--- config.mk ---
export PLATFORM = sky130hd
export DESIGN_NAME = bounded_stack_engine
export DESIGN_NICKNAME = d
export VERILOG_FILES = /design/src/bse_pkg.sv /design/src/bse_datapath.sv /design/src/bse_ctrl.sv /design/src/bounded_stack_engine.sv
export VERILOG_INCLUDE_DIRS = /design/src /design/src/src
export SDC_FILE = /design/constraint.sdc
export NUM_CORES = 2
export LEC_CHECK = 0
export BUFFER_PORTS_ARGS = -buffer_cell sky130_fd_sc_hd__buf_2
export CORE_UTILIZATION = 65
export CTS_BUF_LIST = sky130_fd_sc_hd__clkbuf_4
export DETAILED_ROUTE_END_ITERATION = 7
export PLACE_DENSITY = 0.8
export SETUP_SLACK_MARGIN = 0.5
export SLEW_MARGIN = 5
export SYNTH_ARGS = -nofsm -noshare
export SYNTH_HDL_FRONTEND = slang
export SYNTH_SLANG_ARGS = --single-unit
--- constraint.sdc ---
create_clock -name aclk -period 5.25 [get_ports aclk]
set_input_delay 0.7875 -clock aclk [delete_from_list [all_inputs] [get_ports aclk]]
set_output_delay 0.7875 -clock aclk [all_outputs]
set_load 0.02 [all_outputs]
--- src/assert_macros.svh ---
// Assertion macros used by the stack engine datapath.
`ifndef ASSERT_MACROS_SVH
`define ASSERT_MACROS_SVH
`ifndef SYNTHESIS
// Property must hold at every clock edge outside reset.
`define BSE_ASSERT(lbl, clk, rstn, prop) \
    lbl: assert property (@(posedge clk) disable iff (!rstn) (prop)) \
        else $error("stack engine assertion failed");
// Condition must never be seen at a clock edge outside reset.
`define BSE_NEVER(lbl, clk, rstn, cond) \
    lbl: assert property (@(posedge clk) disable iff (!rstn) !(cond)) \
        else $error("stack engine forbidden condition seen");
`else
`define BSE_ASSERT(lbl, clk, rstn, prop)
`define BSE_NEVER(lbl, clk, rstn, cond)
`endif
`endif

--- src/bse_pkg.sv ---
// Package with the types, codes and constants of the bounded stack engine.
`default_nettype none
package bse_pkg;

    localparam int DEPTH_DEFAULT      = 64;
    localparam int DATA_WIDTH_DEFAULT = 32;
    localparam int CAP_W              = 7;
    localparam int PUSH_W             = 32;
    localparam int RES_W              = 38;
    localparam int OP_W               = 3;
    localparam int STAT_W             = 2;
    localparam logic [CAP_W-1:0] CAP_RESET = 7'd64;

    typedef enum logic [OP_W-1:0] {
        OP_PUSH = 3'd0,
        OP_POP  = 3'd1,
        OP_PEEK = 3'd2,
        OP_DUMP = 3'd3,
        OP_SUM  = 3'd4
    } op_t;

    typedef enum logic [STAT_W-1:0] {
        STAT_OK       = 2'd0,
        STAT_OVERFLOW = 2'd1,
        STAT_EMPTY    = 2'd2
    } status_t;

    typedef enum logic [1:0] {
        SEL_VALUE = 2'd0,
        SEL_RAM   = 2'd1,
        SEL_ACC   = 2'd2,
        SEL_ZERO  = 2'd3
    } out_sel_t;

    typedef struct packed {
        logic     capture;
        logic     push_wr;
        logic     pop_dec;
        logic     rd_top;
        logic     rd_next;
        logic     acc_clr;
        logic     acc_add;
        logic     out_load;
        out_sel_t out_sel;
        status_t  out_status;
        logic     out_last;
    } bse_cmd_t;

    typedef struct packed {
        logic empty;
        logic full;
        logic ptr_zero;
        logic out_free;
    } bse_sts_t;

endpackage
`default_nettype wire

--- src/bse_datapath.sv ---
// Datapath of the stack engine: entry memory, fill count, walk pointer, sum and output register.
`default_nettype none
`include "assert_macros.svh"
module bse_datapath
    import bse_pkg::*;
#(
    parameter int DEPTH      = DEPTH_DEFAULT,
    parameter int DATA_WIDTH = DATA_WIDTH_DEFAULT
) (
    input  wire logic              aclk,
    input  wire logic              aresetn,
    input  wire logic              cfg_we,
    input  wire logic [CAP_W-1:0]  cfg_wdata,
    input  wire logic [PUSH_W-1:0] push_value,
    input  wire bse_cmd_t          cmd,
    output bse_sts_t               sts,
    output logic                   m_valid,
    input  wire logic              m_ready,
    output logic [RES_W-1:0]       m_data,
    output logic [STAT_W-1:0]      m_status,
    output logic                   m_last
);

    localparam int AW = (DEPTH > 1) ? $clog2(DEPTH) : 1;
    localparam int FW = $clog2(DEPTH + 1);
    localparam logic [FW-1:0] FILL_MAX = FW'(DEPTH);

    logic [DATA_WIDTH-1:0] mem [DEPTH];
    logic [DATA_WIDTH-1:0] rd_data_reg;
    logic [DATA_WIDTH-1:0] val_reg;
    logic [FW-1:0]         fill_reg, fill_next;
    logic [AW-1:0]         ptr_reg, ptr_next;
    logic [RES_W-1:0]      acc_reg;
    logic [CAP_W-1:0]      cap_reg;
    logic                  valid_reg, valid_next;
    logic [RES_W-1:0]      data_reg;
    logic [STAT_W-1:0]     status_reg;
    logic                  last_reg;
    logic [AW-1:0]         top_addr;
    logic [AW-1:0]         rd_addr;
    logic [RES_W-1:0]      out_value;

    function automatic logic [RES_W-1:0] sext(input logic [DATA_WIDTH-1:0] w);
        sext = {{(RES_W - DATA_WIDTH){w[DATA_WIDTH-1]}}, w};
    endfunction

    assign top_addr = AW'(fill_reg - FW'(1));
    assign rd_addr  = cmd.rd_top ? top_addr : AW'(ptr_reg - AW'(1));

    always_comb begin
        fill_next = fill_reg;
        if (cmd.push_wr) begin
            fill_next = fill_reg + FW'(1);
        end else if (cmd.pop_dec) begin
            fill_next = fill_reg - FW'(1);
        end
        ptr_next = ptr_reg;
        if (cmd.rd_top || cmd.rd_next) begin
            ptr_next = rd_addr;
        end
    end

    always_comb begin
        case (cmd.out_sel)
            SEL_VALUE: out_value = sext(val_reg);
            SEL_RAM:   out_value = sext(rd_data_reg);
            SEL_ACC:   out_value = acc_reg;
            default:   out_value = '0;
        endcase
    end

    assign sts.empty    = (fill_reg == '0);
    assign sts.full     = (CAP_W'(fill_reg) >= cap_reg) || (fill_reg == FILL_MAX);
    assign sts.ptr_zero = (ptr_reg == '0);
    assign sts.out_free = !valid_reg || m_ready;

    always_comb begin
        valid_next = valid_reg;
        if (cmd.out_load) begin
            valid_next = 1'b1;
        end else if (m_ready) begin
            valid_next = 1'b0;
        end
    end

    // Entry memory: one write and one registered read per cycle.
    always_ff @(posedge aclk) begin
        if (cmd.push_wr) begin
            mem[AW'(fill_reg)] <= push_value[DATA_WIDTH-1:0];
        end
        if (cmd.rd_top || cmd.rd_next) begin
            rd_data_reg <= mem[rd_addr];
        end
    end

    always_ff @(posedge aclk) begin
        if (!aresetn) begin
            fill_reg  <= '0;
            ptr_reg   <= '0;
            cap_reg   <= CAP_RESET;
            valid_reg <= 1'b0;
        end else begin
            fill_reg  <= fill_next;
            ptr_reg   <= ptr_next;
            valid_reg <= valid_next;
            if (cfg_we) begin
                cap_reg <= cfg_wdata;
            end
        end
    end

    always_ff @(posedge aclk) begin
        if (cmd.capture) begin
            val_reg <= push_value[DATA_WIDTH-1:0];
        end
        if (cmd.acc_clr) begin
            acc_reg <= '0;
        end else if (cmd.acc_add) begin
            acc_reg <= acc_reg + sext(rd_data_reg);
        end
        if (cmd.out_load) begin
            data_reg   <= out_value;
            status_reg <= cmd.out_status;
            last_reg   <= cmd.out_last;
        end
    end

    assign m_valid  = valid_reg;
    assign m_data   = data_reg;
    assign m_status = status_reg;
    assign m_last   = last_reg;

    `BSE_NEVER(a_fill_bound, aclk, aresetn, fill_reg > FILL_MAX)
    `BSE_ASSERT(a_push_room, aclk, aresetn, cmd.push_wr |-> !sts.full)
    `BSE_ASSERT(a_pop_nonempty, aclk, aresetn, (cmd.pop_dec || cmd.rd_top) |-> !sts.empty)
    `BSE_ASSERT(a_load_free, aclk, aresetn, cmd.out_load |-> sts.out_free)

endmodule
`default_nettype wire

--- src/bse_ctrl.sv ---
// Controller state machine of the stack engine.
`default_nettype none
module bse_ctrl
    import bse_pkg::*;
(
    input  wire logic            aclk,
    input  wire logic            aresetn,
    input  wire logic            s_valid,
    output logic                 s_ready,
    input  wire logic [OP_W-1:0] opcode,
    input  wire bse_sts_t        sts,
    output bse_cmd_t             cmd
);

    typedef enum logic [1:0] {
        S_IDLE,
        S_EMIT,
        S_DUMP,
        S_SUM
    } state_t;

    state_t   state_reg, state_next;
    out_sel_t sel_reg, sel_next;
    status_t  status_reg, status_next;
    logic     accept;

    assign s_ready = (state_reg == S_IDLE);
    assign accept  = s_valid && s_ready;

    always_comb begin
        state_next  = state_reg;
        sel_next    = sel_reg;
        status_next = status_reg;
        cmd         = '0;
        cmd.out_sel    = sel_reg;
        cmd.out_status = status_reg;
        case (state_reg)
            S_IDLE: begin
                if (accept) begin
                    cmd.capture = 1'b1;
                    case (opcode)
                        OP_PUSH: begin
                            cmd.push_wr = !sts.full;
                            sel_next    = SEL_VALUE;
                            status_next = sts.full ? STAT_OVERFLOW : STAT_OK;
                            state_next  = S_EMIT;
                        end
                        OP_POP, OP_PEEK, OP_DUMP, OP_SUM: begin
                            if (sts.empty) begin
                                sel_next    = SEL_ZERO;
                                status_next = STAT_EMPTY;
                                state_next  = S_EMIT;
                            end else begin
                                cmd.rd_top  = 1'b1;
                                sel_next    = SEL_RAM;
                                status_next = STAT_OK;
                                if (opcode == OP_POP) begin
                                    cmd.pop_dec = 1'b1;
                                    state_next  = S_EMIT;
                                end else if (opcode == OP_PEEK) begin
                                    state_next  = S_EMIT;
                                end else if (opcode == OP_DUMP) begin
                                    state_next  = S_DUMP;
                                end else begin
                                    cmd.acc_clr = 1'b1;
                                    state_next  = S_SUM;
                                end
                            end
                        end
                        default: begin
                            state_next = S_IDLE;
                        end
                    endcase
                end
            end
            S_EMIT: begin
                if (sts.out_free) begin
                    cmd.out_load = 1'b1;
                    cmd.out_last = 1'b1;
                    state_next   = S_IDLE;
                end
            end
            S_DUMP: begin
                if (sts.out_free) begin
                    cmd.out_load   = 1'b1;
                    cmd.out_sel    = SEL_RAM;
                    cmd.out_status = STAT_OK;
                    cmd.out_last   = sts.ptr_zero;
                    if (sts.ptr_zero) begin
                        state_next = S_IDLE;
                    end else begin
                        cmd.rd_next = 1'b1;
                    end
                end
            end
            S_SUM: begin
                cmd.acc_add = 1'b1;
                if (sts.ptr_zero) begin
                    sel_next    = SEL_ACC;
                    status_next = STAT_OK;
                    state_next  = S_EMIT;
                end else begin
                    cmd.rd_next = 1'b1;
                end
            end
            default: begin
                state_next = S_IDLE;
            end
        endcase
    end

    always_ff @(posedge aclk) begin
        if (!aresetn) begin
            state_reg  <= S_IDLE;
            sel_reg    <= SEL_ZERO;
            status_reg <= STAT_OK;
        end else begin
            state_reg  <= state_next;
            sel_reg    <= sel_next;
            status_reg <= status_next;
        end
    end

endmodule
`default_nettype wire

--- src/bounded_stack_engine.sv ---
// Top level of the bounded stack engine: controller plus datapath behind stream ports.
//
// Usage: each transaction on the s_ channel carries one command. Opcode push stores
// push_value on top of the stack, pop returns and removes the top entry, peek returns
// it, dump returns every entry from top to bottom, and sum returns their exact total.
// Every command yields one or more transactions on the m_ channel; the final one has
// m_tlast set and m_tuser carries the status (ok, overflow or empty). Opcodes 5 to 7
// are consumed and yield nothing.
// Sequencing: push, pop and peek pass through the emit state, which loads the result
// into the output register once that register is free; only then does the engine
// return to idle and take the next command. Dump and sum walk the stack through the
// single read port of the entry memory, one entry a cycle, and a dump walk pauses
// whenever the output register is not free.
// The capacity register may be written at any time the engine is idle; it resets to 64.
// Reset empties the stack at once; entry contents are not cleared and need no pass.
// When the receiver stalls, the result is held in the output register and the engine
// waits; a dump resumes its walk as soon as the output register is taken.
`default_nettype none
module bounded_stack_engine
    import bse_pkg::*;
#(
    parameter int DEPTH      = DEPTH_DEFAULT,
    parameter int DATA_WIDTH = DATA_WIDTH_DEFAULT
) (
    input  wire logic             aclk,
    input  wire logic             aresetn,
    // Configuration: capacity register.
    input  wire logic             cfg_we,
    input  wire logic [CAP_W-1:0] cfg_wdata,
    // Command stream.
    input  wire logic             s_tvalid,
    output logic                  s_tready,
    input  wire logic [39:0]      s_tdata,   // opcode [2:0], push_value [34:3], zero pad
    // Result stream.
    output logic                  m_tvalid,
    input  wire logic             m_tready,
    output logic [39:0]           m_tdata,   // data [37:0], zero pad
    output logic [STAT_W-1:0]     m_tuser,   // status [1:0]
    output logic                  m_tlast
);

    bse_cmd_t         cmd;
    bse_sts_t         sts;
    logic [RES_W-1:0] res_data;

    // The controller decides each cycle what the datapath does with a transaction.
    bse_ctrl u_ctrl (
        .aclk    (aclk),
        .aresetn (aresetn),
        .s_valid (s_tvalid),
        .s_ready (s_tready),
        .opcode  (s_tdata[OP_W-1:0]),
        .sts     (sts),
        .cmd     (cmd)
    );

    // The datapath owns the entries, the fill count and the output register.
    bse_datapath #(
        .DEPTH      (DEPTH),
        .DATA_WIDTH (DATA_WIDTH)
    ) u_datapath (
        .aclk       (aclk),
        .aresetn    (aresetn),
        .cfg_we     (cfg_we),
        .cfg_wdata  (cfg_wdata),
        .push_value (s_tdata[OP_W +: PUSH_W]),
        .cmd        (cmd),
        .sts        (sts),
        .m_valid    (m_tvalid),
        .m_ready    (m_tready),
        .m_data     (res_data),
        .m_status   (m_tuser),
        .m_last     (m_tlast)
    );

    assign m_tdata = {2'b00, res_data};

endmodule
`default_nettype wire
# After elaboration in Yosys (flattened, before gate mapping)
# Memory sizes are Yosys's and may differ from the RTL's. A register that Yosys moved wholly into a read port is not among the register bits.
# Cells that the tools add are included.
# totals
latchBits	0
reg_bits	138
elab_cells	102
out_inout_bits	45
mem_bits_ro	0
in_bits	52
memories	1
ramBits	2048
# classes
bitwise	0
multipliers	0
order_cmp	1
muxes	51
n_reduce_logical	17
shift	0
n_eq_ne	16
n_div	0
addsub	4
# mem_list
memory	words	width	rd	rd_ports_with_merged_regs	write_ports	line_no	text
u_datapath.mem	64	32	1	1	1	bse_datapath.sv:28	logic [DATA_WIDTH-1:0] mem [DEPTH];
# op_table
cell	n
one-hot mux 38 bit (3 select lines)	1
adder 38 bit	1
2-to-1 mux 2 bit	15
one-hot mux 2 bit (2 select lines)	5
2-to-1 mux 1 bit	19
2-to-1 mux 7 bit	2
2-to-1 mux 4 bit	3
2-to-1 mux 6 bit	2
one-hot mux 2 bit (4 select lines)	1
adder 7 x 1 -> 7 bit, second input constant	1
equality test 7 bit, second input constant	1
>= comparator 7 bit	1
logical NOT 7 bit	1
subtractor 7 x 1 -> 7 bit, second input constant	1
equality test 2 bit, second input constant	3
equality test 3 x 2 -> 1 bit, second input constant	2
logical NOT 6 bit	1
inequality test 2 bit, second input constant	3
one-hot mux 1 bit (2 select lines)	3
nonzero test 2 bit	3
subtractor 6 x 1 -> 6 bit, second input constant	1
AND reduction 5 bit	1
equality test 2 x 1 -> 1 bit, second input constant	2
logical NOT 2 bit	2
10 further kinds	14

# Longest topological paths before layout
# logic_depth
word_depth	8
ltp_mapped	16
depth_no_buf	12

# Modules after synthesis
# A second synthesis with hierarchy kept.
# unflattened
cells_unflattened	8823
hier_area_um2	108068.6
# by_module_without_submodules
mod	area_per_inst_um2	cells_each	seq_area_each_um2	instances
bse_datapath	107531.9	8752	65833.1	1
bse_ctrl	518.0	68	120.1	1
bounded_stack_engine	18.8	3	0.0	1

# Worst setup path after synthesis
# Ideal clock, no wire load.
# synth_path
kind	register to register
startpoint	reg u_datapath.fill_reg[1]
endpoint	mem u_datapath.mem[16][0] (netlist name) (enable)
path_slack_ps	820
path_buffers	1
synth_period_minus_slack_ps	4430
required_time_ps	4829
setup_ps	421
stages_incl_launch_ff	12
arrival_time_ps	4009
path_cell_list	dfxtp_1 ha_1 nor2b_1 o21a_1 o21ai_0 a21boi_0 o21a_1 o21ai_0 nand3_1 or4b_2 clkbuf_1 nor2_1
# synth_between
elab_chain_len	8
word_cells_on_any_way	9
cone_classes	order compare (1); eq/ne (1); mux (5); reduce/logical (2)
# synth_rtl
item	line_no	text
start: declaration	bse_datapath.sv:31	logic [FW-1:0] fill_reg, fill_next;
start signal: assignment	bse_datapath.sv:103	fill_reg <= fill_next;
>= comparator 7 bit / equality test 7 bit (equally long branches)	bse_datapath.sv:73	assign sts.full = (CAP_W'(fill_reg) >= cap_reg) || (fill_reg == FILL_MAX);
logical OR 1 bit	bse_datapath.sv:73	
logical NOT 1 bit	bse_ctrl.sv:43	cmd.push_wr = !sts.full;
2-to-1 mux 1 bit	bse_ctrl.sv:41	case (opcode)
2-to-1 mux 4 bit	bse_ctrl.sv:39	if (accept) begin
2-to-1 mux 4 bit	bse_ctrl.sv:37	case (state_reg)
2-to-1 mux 1 bit	bse_datapath.sv:88	if (cmd.push_wr) begin
2-to-1 mux 1 bit (implied by the code)	bse_datapath.sv:89	mem[AW'(fill_reg)] <= push_value[DATA_WIDTH-1:0];
end: declaration	bse_datapath.sv:28	
# Several ways; a longest one is shown, not always the timed one.

# Final worst setup path
# layout_path
startpoint	reg u_datapath.fill_reg[0]
endpoint	reg u_datapath.rd_data_reg[12], read port of u_datapath.mem, data pin
# layout_between
elab_chain_len	6
word_cells_on_any_way	8
cone_classes	add/sub (1); mux (5); reduce/logical (2)
# layout_rtl
item	line_no	text
logical NOT 7 bit	bse_datapath.sv:72	assign sts.empty = (fill_reg == '0);
2-to-1 mux 2 bit	bse_ctrl.sv:49	if (sts.empty) begin
2-to-1 mux 2 bit	bse_ctrl.sv:41	
2-to-1 mux 4 bit	bse_ctrl.sv:39	
2-to-1 mux 4 bit	bse_ctrl.sv:37	
2-to-1 mux 6 bit / logical OR 1 bit (equally long branches)	bse_datapath.sv:48, bse_datapath.sv:91	
end: declaration	bse_datapath.sv:29	logic [DATA_WIDTH-1:0] rd_data_reg;
# Several ways; a longest one is shown, not always the timed one.
# A chain may end at the register's enable or synchronous reset.

==> run metrics <==
area fraction in compound gates after synthesis=1.83%; I/O pin cnt=97; number of library cell types mapped by synthesis=70; Req. time, crit path=6.29 ns; Iteration-0 DRC Markers=5674; Total Negative Setup Slacks=0 ns; vias in the first global route=47300; cell taking the most area after synthesis=edfxtp_1; mux contribution to synthesized area=18.9%; post-route minimum period=4.61 ns; RSZ-0062 raised after global routing=yes; WS Path Type=reg -> reg; global placer's final weighted congestion=0.911; fin nets=5011; via count=46200; share of the synthesized area in the top cell type=72.7%; Routed WL per cell=29.5 µm; count of flip-flops with a built-in enable after synthesis=2153; Crit. End Element=flop; Syn Std Cell Area=89000 µm²; cts bufs inserted=551; Max Cap Viol=0; Final Cycle Share=87.9%; initial antenna violation count=5; fillers=7367; DRC=0; grt ovf=0; dominant cells by area after synthesis=edfxtp_1 (73%), mux4_2 (12%), mux2i_1 (5.8%); Hold WS=0.0987 ns; final cell count without fillers=7068; clock tree buffer depth=4; Die Y=372 µm; Min-Delay Path Class=in -> reg; Peak Freq=217 MHz; Die Span X=372 µm; CP arrival=5.65 ns; crit path buf inv count=4; Synth Area in Adders=0.768%; Synth Warn #=0; ys flop type=edfxtp_1; final hold vios=0; Syn-to-layout area delta=12.2%; pwr dens=364 nW/µm²; H-tree Lvls=6; Clock Sinks=2218; Tot GR Track Use=30.6%; most frequent cells after synthesis=edfxtp_1 (2153), mux2i_1 (517), mux4_2 (483); Initial Utilization=65.6%; vias per cell=6.53; first-pass GRT wire length=301000 µm; max reg flops=2048; Clk Latency, worst-skew pair=1.34 ns; IO buf count=89; placed cell area=92700 µm²; Slew Viols, Final=0; slowest CP cell=mux4_2; Rel. slew slack=13.3%; simple-gate area share of the yosys netlist=1.74%; Root Buffer=clkbuf_4; Syn Area/Cell=21.1 µm²; largest net degree at the start of global routing=70; final setup fails=0; DRT Wirelength=208000 µm; flops & latches, synth=2218; Post-DP HPWL=116000 µm; row cnt=135; largest family of logic cells by synthesized area=multiplexers; post-route cell area=99800 µm²; Core Region=136000 µm²; critical path launch point type=flop; CTS clk-pin slew, worst paths=0.07 ns; layout cell share with drive strength beyond 1=33.0%; CP top delay family=multiplexers; fraction of registers with async set/reset=0%; die area=138000 µm²; VDD IR max=0.000162 V; Pre-antenna DRT Iters=6; Synth Area in XOR/XNOR=0.394%; worst path cell trace=clkinvlp_4 > ha_1 > or3b_1 > o21ba_1 > and2_4 > mux2i_4 > buf_12 > buf_4 > buf_4 > mux4_2 > mux2i_1 > mux2i_1 > mux2i_1 > mux2i_1; remaining antenna violation count=0; dpl cells=6094; Crit Path Max Fanout=12; CTS tree=yes; status=finished, final reports clean; Setup Skew=0.0750 ns; LEAKAGE=34.3 nW; CP max stage delay=0.54 ns; top-count cell post-synth=edfxtp_1; critical path's most frequent cell=mux2i_1; Gate Count Post-Synth=4214; sequential fraction of the synthesis area=74.1%; Worst-Margin Slew=1.30 ns
## final cells by class
class / instances / area, µm² / share of cell area, %
flip-flops and latches: 2218 / 66000 / 66.1
well taps: 1781 / 2230 / 2.23
clock buffers: 782 / 5870 / 5.88
inverters: 27 / 105 / 0.105
clock inverters: 143 / 848 / 0.850
diodes: 10 / 25.0 / 0.0251
multi-input cells: 1743 / 21600 / 21.7
repair buffers: 364 / 3140 / 3.14
## layout by cell type (no fill, tap or decap), types with 13 or more instances in the layout
cell type,count
ha_1,52
a21oi_1,72
nand2b_1,13
edfxtp_1,2153
clkbuf_4,782
mux4_2,483
mux2i_1,510
xnor2_1,27
nand2_1,90
xor2_1,13
buf_12,44
nor2_4,65
a21o_1,21
o21ai_0,67
inv_2,19
buf_4,207
buf_2,88
nor2_1,106
dlygate4sd3_1,22
clkinv_1,103
mux4_1,29
inv_1,25
dfxtp_1,62
nand3_1,18
a22oi_1,32
## worst paths after layout
check | from | to | slack, ns | depth (start not counted)
setup / recovery | u_datapath.fill_reg[0] | u_datapath.rd_data_reg[12] | 0.64 | 14
hold / removal | s_tdata[7] | u_datapath.val_reg[4] | 0.1 | 1
setup reg to reg | u_datapath.fill_reg[0] | u_datapath.rd_data_reg[12] | 0.64 | 14
hold reg to reg | u_datapath.acc_reg[30] | u_datapath.acc_reg[30] | 0.49 | 2
## stage by stage
step	setup slack (ns)	utilization (%)	power (W)
after floorplan	0.820	-	0.0217
after global placement	0.275	68.3	0.0226
after detailed placement	0.195	68.3	0.0227
after CTS	0.542	73.5	0.0365
after global routing	0.465	73.6	0.0376
final	0.636	73.6	0.0363
## cells by family (layout without fill, tap and decap cells)
kind of cell	Yosys count	in the layout
AO/OA/AOI/OAI	262	262
XOR/XNOR	40	40
adder cells (fa/ha/maj)	54	54
buffers and inverters	254	1316
flip-flops	2218	2218
multiplexers	1032	1032
other	1	12
AND/OR/NAND/NOR	353	353
## report_power, final
group	total [W]	leakage (nW)	internal, W	switching [W]
clock	0.0139	4.03	0.00738	0.00655
combinational	0.00275	10.4	0.00105	0.00170
sequential	0.0197	19.9	0.0196	0.0000991
total	0.0363	34.3	0.0280	0.00835
## per-layer routing
metal / part of all wire [%] / global-route usage [%]
met1: 38 / 41.7
met2: 48 / 47.8
met3: 11 / 8.17
met4: 3.2 / 12.3
met5: 0.0062 / 0
## what timing repair did
action / in CTS / in global routing
setup buffers: 5 / 12
resized for setup: 5 / 9
hold buffers: 22 / 0
pin swaps: 0 / 2
endpoints found under the setup margin: 22 / 67
endpoints found under the hold margin: 24 / 0
(Power assumes the default switching activity.)
